<file path="config.mk">
export PLATFORM = sky130hd
export DESIGN_NAME = jfc_ctrl
export DESIGN_NICKNAME = d
export VERILOG_FILES = /design/src/rtl/jfc_pkg.sv /design/src/rtl/jfc_ctrl.sv
export SDC_FILE = /design/constraint.sdc
export NUM_CORES = 1
export LEC_CHECK = 0
export BUFFER_PORTS_ARGS = -buffer_cell sky130_fd_sc_hd__buf_4
export CORE_AREA = 3 3 40 42
export DETAILED_ROUTE_END_ITERATION = 6
export DIE_AREA = 0 0 43 45
export PLACE_DENSITY = 0.42
export SLEW_MARGIN = 15
export SYNTH_ARGS = -nofsm -noshare
export SYNTH_HDL_FRONTEND = slang
export SYNTH_SLANG_ARGS = --single-unit
</file>
<file path="constraint.sdc">
create_clock -name clk -period 2.7 [get_ports clk]
set_clock_uncertainty 0.1 [all_clocks]
set_input_delay 0.675 -clock clk [delete_from_list [all_inputs] [get_ports clk]]
set_output_delay 0.675 -clock clk [all_outputs]
set_load 0.03 [all_outputs]
</file>
<file path="src/rtl/jfc_pkg.sv">
// Package for the joint friction compensator: sizes, register indexes,
// reset values, the sequencer state type and the lane control struct.
// No dependencies; every other file of the block imports it.
package jfc_pkg;

  localparam int MAX_JOINTS          = 3;
  localparam int DEFAULT_JOINT_COUNT = 3;
  localparam int ANGLE_W             = 32;
  localparam int TORQUE_W            = 32;
  localparam int LANE_W              = 16;
  localparam int CFG_DATA_W          = 48;
  localparam int CFG_IDX_W           = 3;
  localparam int ITEM_W              = MAX_JOINTS * ANGLE_W;

  localparam logic [CFG_IDX_W-1:0] REG_VISC_POS  = 3'd0;
  localparam logic [CFG_IDX_W-1:0] REG_VISC_NEG  = 3'd1;
  localparam logic [CFG_IDX_W-1:0] REG_COUL_POS  = 3'd2;
  localparam logic [CFG_IDX_W-1:0] REG_COUL_NEG  = 3'd3;
  localparam logic [CFG_IDX_W-1:0] REG_DB_SLOPE  = 3'd4;
  localparam logic [CFG_IDX_W-1:0] REG_DB_VEL    = 3'd5;
  localparam logic [CFG_IDX_W-1:0] REG_SCALE     = 3'd6;
  localparam logic [CFG_IDX_W-1:0] REG_RATE      = 3'd7;

  localparam logic [LANE_W-1:0] SCALE_RESET = 16'd4096;
  localparam logic [LANE_W-1:0] RATE_RESET  = 16'd1000;

  // ceil(2^35 / 3); exact floor division by three for inputs below 2^33.
  localparam logic [33:0] DIV3_RECIP = 34'd11453246123;
  localparam int          DIV3_SHIFT = 35;

  typedef enum logic [2:0] {
    ST_IDLE,
    ST_RATE,
    ST_SUM,
    ST_DIV_LO,
    ST_DIV_HI,
    ST_REGION,
    ST_SCALE,
    ST_ROUND
  } jfc_state_t;

  typedef struct packed {
    logic in_ready;
    logic capture;
    logic en_rate;
    logic en_sum;
    logic en_div_lo;
    logic en_div_hi;
    logic en_region;
    logic en_scale;
    logic load_out;
  } jfc_ctrl_t;

endpackage

</file>
<file path="src/rtl/jfc_ctrl.sv">
// Step sequencer of the friction compensator: walks every lane through
// its stages in lockstep and loads the shared output register.
// Depends on jfc_pkg.
module jfc_ctrl import jfc_pkg::*; (
  input  logic      clk,
  input  logic      rst,
  input  logic      in_valid,
  input  logic      out_valid,
  input  logic      out_ready,
  output jfc_ctrl_t ctrl
);

  jfc_state_t state;
  jfc_state_t state_next;
  logic       out_free;

  assign out_free = !out_valid || out_ready;

  always_ff @(posedge clk) begin
    if (rst) begin
      state <= ST_IDLE;
    end else begin
      state <= state_next;
    end
  end

  always_comb begin
    state_next = state;
    unique case (state)
      ST_IDLE:   if (in_valid) state_next = ST_RATE;
      ST_RATE:   state_next = ST_SUM;
      ST_SUM:    state_next = ST_DIV_LO;
      ST_DIV_LO: state_next = ST_DIV_HI;
      ST_DIV_HI: state_next = ST_REGION;
      ST_REGION: state_next = ST_SCALE;
      ST_SCALE:  state_next = ST_ROUND;
      ST_ROUND:  if (out_free) state_next = ST_IDLE;
      default:   state_next = ST_IDLE;
    endcase
  end

  always_comb begin
    ctrl = '0;
    unique case (state)
      ST_IDLE: begin
        ctrl.in_ready = 1'b1;
        ctrl.capture  = in_valid;
      end
      ST_RATE:   ctrl.en_rate   = 1'b1;
      ST_SUM:    ctrl.en_sum    = 1'b1;
      ST_DIV_LO: ctrl.en_div_lo = 1'b1;
      ST_DIV_HI: ctrl.en_div_hi = 1'b1;
      ST_REGION: ctrl.en_region = 1'b1;
      ST_SCALE:  ctrl.en_scale  = 1'b1;
      ST_ROUND:  ctrl.load_out  = out_free;
      default:   ctrl = '0;
    endcase
  end

  a_capture_starts: assert property (@(posedge clk) disable iff (rst)
    ctrl.capture |=> state == ST_RATE)
    else $error("captured item did not start the velocity stage");

  a_state_update_once: assert property (@(posedge clk) disable iff (rst)
    ctrl.en_div_hi |=> state == ST_REGION && !ctrl.en_div_hi)
    else $error("lane state updated more than once for one item");

  a_stall_holds: assert property (@(posedge clk) disable iff (rst)
    state == ST_ROUND && out_valid && !out_ready |=> state == ST_ROUND)
    else $error("result left the round stage while the output was blocked");

  a_no_accept_busy: assert property (@(posedge clk) disable iff (rst)
    state != ST_IDLE |-> !ctrl.in_ready)
    else $error("input ready while an item is in progress");

endmodule

</file>
==> results.cfg, run 1 <==
[timing]
setup_viol = 0
period_needed_ns = 2.21
fmax_mhz = 453
worst_pin_slew_ns = 0.340
finalHoldViolCount = 0
fin_crit_sh_pct = 81.7
slew_headroom_pct = 77.3
rsz0062_at_grt = no
fin_setup_tns_ns = 0
fin_ws_ns = 0.494
drv_slew = 0

[layout]
drive_gt1_share_pct = 52.0
antenna_cells = 0
instances_no_fill = 65
reg_top3 = state: 3 flops
area_growth_pct = 42.3
regMostFlops = state
nets = 60
largest_register_ffs = 3

[clock_network]
cts_hold_buf = 0
postCtsSetupRepairBufs = 0
clkTransAtPathRegs_ns = 0.04
cts_inserted_buffers = 3
clk_path_buf_depth = 2
root_buffer = clkbuf_4
ctsResizeCount = 0
cts_tree = done
insertion_delay_ns = 0.24
htree_levels = 1
clkSinkCount = 3

[logic_synthesis]
synth_cell_type_count = 18
ys_seq_area_share_pct = 19.4
netlist_instances = 34
ys_top_cells_by_area = dfxtp_1, ha_1, and2b_2, nand4b_4, and2_2
syn_area_um2 = 310
avgSynthCellArea_um2 = 9.13
synth_top_area_share_pct = 19.4
synth_top_area_cell = dfxtp_1
synth_warnings = 0
synth_nets = 43
ys_ff_latch = 3

[setup_path]
worstSetupEndpoint = ctrl[7]
ff2ff_setup_slack_ns = 1.13
critPathRequiredTime_ns = 1.92
r2r-end = state[1]$_SDFFE_PP0P_
path_cells = inv_1 -> ha_1 -> and2b_4 -> and2_1 -> buf_4
path_depth = 5
crit_type = flip-flop to output port
reg2regPathDepth = 6
start_kind = flip-flop
crit_buf_inv = 2
critPathMaxFanout = 4
critPathSlowestCell = dfxtp_1
cp.arrival_ns = 1.43
setup.worst_path.start = state[0]$_SDFFE_PP0P_
rr_startpoint = state[0]$_SDFFE_PP0P_
critPathMaxStageDelay_ns = 0.38
cp-end-kind = output port
worst_path_dominant_cell_family = flip-flops

[grt]
grt_max_degree = 12
grt_pass1_vias = 276
gr-total-overflow = 0
grt_first_pass_wirelength_mm = 1.12
grt_usage_pct = 7.81
antenna_found_initial = 0

[drt]
drtAntennaViolNets = 0
routed_wl_um = 614
vias_per_cell = 4.15
via_count = 270
initialDrtViolationCount = 1
firstDrtPassIters = 2
drcViolationCount = 0
routedWlPerCell_um = 9.45

[status]
status = finished clean

[pwr]
pwr_density_cell_nw_per_um2 = 1130
peakVddDrop_mv = 0.237
power_uw = 499
p_leak_uw = 0.000263

[floorplanning]
pin_count = 14
die_h_um = 45
core_um2 = 1280
rows = 13
die_area_um2 = 1940
fp.dieW_um = 43
initial_utilization_pct = 24.1

[placement]
hpwl_um = 512
dp_slack_ns = 0.740
gp_congestion = 0.665
place_inst = 61
port_buffers = 13

[min_path]
hp-class = flip-flop to flip-flop

[run]
max-cap-violations = 0
## stage by stage
step / util, % / hold WS (ns) / area (µm²)
detailed placement: 32.3 / 0.434 / 415
CTS: 34.4 / 0.442 / 442
finish: 34.4 / 0.440 / 442
global placement: 32.3 / 0.423 / 415
global route: 34.4 / 0.475 / 442
floorplan: - / 0.408 / 310
## worst min-delay path by stage
stage,to,slack (ns),start,cells after the start
floorplan,state[0]$_SDFFE_PP0P_,0.41,state[0]$_SDFFE_PP0P_,2
global placement,state[0]$_SDFFE_PP0P_,0.42,state[0]$_SDFFE_PP0P_,2
detailed placement,state[0]$_SDFFE_PP0P_,0.43,state[0]$_SDFFE_PP0P_,2
CTS,state[0]$_SDFFE_PP0P_,0.44,state[0]$_SDFFE_PP0P_,2
global route,state[0]$_SDFFE_PP0P_,0.47,state[0]$_SDFFE_PP0P_,2
finish,state[0]$_SDFFE_PP0P_,0.44,state[0]$_SDFFE_PP0P_,2
## cells in the final DEF, fill, tap and decap left out
cell	n
and2b_4	1
a21oi_1	2
and2_1	1
and2_2	3
dfxtp_1	3
nand4b_4	1
nor2_2	1
nor2_1	2
o211ai_1	1
inv_1	4
buf_4	13
a211oi_1	1
and2b_2	3
mux2i_1	1
nor3_1	2
clkbuf_4	3
nand2_1	2
clkbuf_1	1
a21boi_4	1
ha_1	4
## tightest hold or removal path: cells and delay by family (launching register included)
family             cells  cell delay, ns
AOI/OAI and AO/OA      1            0.05
DFF                    1            0.34
and+or+nand+nor        1            0.11
## synthesized netlist by cell type
master,instances
inv_1,4
ha_1,4
and2b_2,3
dfxtp_1,3
buf_6,1
o211ai_1,1
a21boi_4,1
and2_1,1
and2b_4,1
a21oi_1,2
mux2i_1,1
nand2_1,2
nor3_1,2
nor2_2,1
nor2_1,2
a211oi_1,1
nand4b_4,1
and2_2,3
## metal layers
layer	global-route usage, %	share of wire [%]	vias up
met5	0	0	-
met4	5.42	3.1	0
met3	2.79	5.7	2
met2	13.5	50	8
met1	7.89	41	117
li1	-	-	143
## where the power goes
| part | switching (µW) | leakage [µW] | total, µW | internal [µW] |
|---|---|---|---|---|
| clock | 25.8 | 0.0000150 | 81.3 | 55.5 |
| combinational | 189 | 0.000223 | 333 | 145 |
| sequential | 22.3 | 0.0000247 | 84.5 | 62.2 |
## cells by family (layout without fill, tap and decap cells)
group / count (synthesis) / after routing / share of synthesized area (%)
buf+inv: 5 / 21 / 8.47
compound gates: 5 / 5 / 14.1
flops: 3 / 3 / 19.4
simple gates: 16 / 16 / 38.7
fa+ha+maj: 4 / 4 / 16.1
mux: 1 / 1 / 3.23
## area by class of cell
class | instances | area (µm²)
flip-flops and latches | 3 | 60.1
clock buffers | 4 | 26.3
multi-input cells | 26 | 224
inverters | 4 | 15.0
fillers | 140 | 843
well taps | 15 | 18.8
repair buffers | 13 | 97.6
Power figures use the tool's default switching activity.
==> run 2, diff against run 1 <==
ABC_AREA = 1   (was default)
PLACE_DENSITY = 0.45   (was 0.42)
clock period = 1.82 ns   (was 2.7 ns; I/O delays follow)
==> run 2 against run 1 <==
Compared with the run above: via count increased by 19%; critical path depth unchanged; largest power group unchanged; cell area increased by 6.5%; largest cell class unchanged; utilization increased by 2.2 points; combinational power increased by 44%.
==> results.cfg, run 2 <==
[status]
status = finished clean

[timing]
worst_pin_slew_ns = 0.324
period_needed_ns = 1.77
fin_setup_tns_ns = 0
finalHoldViolCount = 0
slew_headroom_pct = 78.4
setup_viol = 0
fmax_mhz = 564
fin_crit_sh_pct = 97.5
rsz0062_at_grt = yes
drv_slew = 0

[setup_path]
cp-end-kind = output port
cp.arrival_ns = 1.22
start_kind = flip-flop
reg2regPathDepth = 7
critPathRequiredTime_ns = 1.26
worstSetupEndpoint = ctrl[3]
crit_path_frequent_cell = inv_1
r2r-end = state[2]$_SDFFE_PP0P_
critPathMaxStageDelay_ns = 0.36
rr_startpoint = state[0]$_SDFFE_PP0P_
critPathMaxFanout = 3
setup.worst_path.start = state[0]$_SDFFE_PP0P_
critPathSlowestCell = dfxtp_2
path_cells = inv_1 -> ha_1 -> nand2_1 -> inv_1 -> buf_4
crit_type = flip-flop to output port
ff2ff_setup_slack_ns = 0.54

[grt]
busiest_layer = met2
grt_first_pass_wirelength_mm = 1.01
gr-usage-met3_pct = 1.20
grt_max_degree = 9
gr-usage-met1_pct = 8.41
gr-total-overflow = 0
grtUsageMet2_pct = 11.4
grt_pass1_vias = 271
antenna_found_initial = 0
grt_usage_pct = 7.07

[floorplanning]
pin_count = 14
initial_utilization_pct = 24.9
fp.dieW_um = 43
core_um2 = 1280
die_area_um2 = 1940
rows = 13
die_h_um = 45

[logic_synthesis]
synthMostInstantiatedCell = inv_1
synth_warnings = 0
netlist_instances = 51
synth_nets = 60
synth_ff_type = dfxtp_1
synthTopCellsByCount = inv_1, nand2_1, nor2_1, ha_1, dfxtp_1
synth_edf_count = 0
synth_cell_type_count = 15
ys_ff_latch = 3
syn_area_um2 = 320
synth_top_area_share_pct = 18.8
ys_top_cells_by_area = dfxtp_1, ha_1, inv_1, nand2_1, nor2_1
avgSynthCellArea_um2 = 6.28
synth_top_area_cell = dfxtp_1
synthArstFlopShare_pct = 0
ys_seq_area_share_pct = 18.8

[layout]
fillers = 143
layout_common_cells = inv_1, buf_4, nand2_1, nor2_1
instances_no_fill = 82
largest_register_ffs = 3
design_area_um2 = 470
reg_top3 = state: 3 flops
antenna_cells = 0
regMostFlops = state
area_growth_pct = 46.9
nets = 77
drive_gt1_share_pct = 40.3

[clock_network]
cts_inserted_buffers = 3
cts_hold_buf = 0
htree_levels = 1
clk_path_buf_depth = 2
cts_tree = done
clkTransAtPathRegs_ns = 0.04
root_buffer = clkbuf_4
insertion_delay_ns = 0.23
clkSinkCount = 3

[placement]
port_buffers = 13
gp_congestion = 0.747
dpl_cell_area_um2 = 425
hpwl_um = 526
place_inst = 78

[drt]
drcViolationCount = 0
routedWlPerCell_um = 7.77
initialDrtViolationCount = 6
via_count = 320
firstDrtPassIters = 4
drtAntennaViolNets = 0
routed_wl_um = 637
vias_per_cell = 3.90

[pwr]
pwr_density_cell_nw_per_um2 = 1550
peakVddDrop_mv = 0.415
p_leak_uw = 0.000280

[run]
max-cap-violations = 0

[min_path]
hp-class = input pin to flip-flop
[run 2: changes by cell type in the layout (fill, tap and decap cells not counted), moves of 3 or more]
cell / previous run / this run
and2b_2: 3 / 0
nor2_1: 2 / 7
inv_1: 4 / 13
and2_2: 3 / 0
nand2_1: 2 / 12
[run 2: layout make-up]
type	instances	area [µm²]	area share, %
Tap cell	15	18.8	3.99
Sequential cell	3	62.6	13.3
Clock buffer	4	26.3	5.59
Timing Repair Buffer	13	97.6	20.7
Multi-Input combinational cell	32	206	43.9
Inverter	15	58.8	12.5
[run 2: cells by family after synthesis]
logic type,Yosys count,synth area share (%)
simple gates,25,37.1
buf+inv,16,21.9
compound gates,3,6.64
flops,3,18.8
fa+ha+maj,4,15.6
[run 2: routing by layer]
| layer | share of wire (%) | routed length, µm |
|---|---|---|
| met5 | 0 | 0 |
| met4 | 0 | 0 |
| met3 | 7.1 | 45 |
| met2 | 50 | 321 |
| met1 | 43 | 271 |
[run 2: how the worst min path moves through the flow]
| stage | start | endpoint | depth (start not counted) |
|---|---|---|---|
| floorplan | state[1]$_SDFFE_PP0P_ | state[1]$_SDFFE_PP0P_ | 2 |
| global placement | state[1]$_SDFFE_PP0P_ | state[1]$_SDFFE_PP0P_ | 2 |
| detailed placement | state[1]$_SDFFE_PP0P_ | state[1]$_SDFFE_PP0P_ | 2 |
| CTS | rst | state[2]$_SDFFE_PP0P_ | 2 |
| global route | rst | state[2]$_SDFFE_PP0P_ | 2 |
| finish | rst | state[2]$_SDFFE_PP0P_ | 2 |
[run 2: stage by stage]
step / util (%) / worst slack, ns / hold WS (ns) / power (µW)
after CTS: 35.3 / 0.0133 / 0.285 / 728
after floorplan: - / 0.142 / 0.397 / 475
final: 36.6 / 0.0460 / 0.292 / 730
after global placement: 33.1 / 0.229 / 0.424 / 611
after detailed placement: 33.1 / 0.245 / 0.430 / 604
after global routing: 36.6 / -0.0131 / 0.286 / 797
[run 2: power by group]
part           leakage, µW  total (µW)  switching [µW]  internal (µW)
clock            0.0000150         114            32.0           82.0
sequential       0.0000253         137            40.1           96.5
combinational     0.000239         479             295            184
[run 2: repair_timing]
item                                    CTS  global route
pin swaps                                 0             0
endpoints found under the setup margin    1             2
gates resized for setup                   1             4
hold endpoints to repair                  0             0
setup buffers                             0             0
[run 2: critical path, delay by kind of cell (launching register included)]
kind | cells | cell delay, ns
adder cells (fa/ha/maj) | 1 | 0.24
AND/OR/NAND/NOR | 1 | 0.11
flip-flops | 1 | 0.36
buffers and inverters | 3 | 0.29
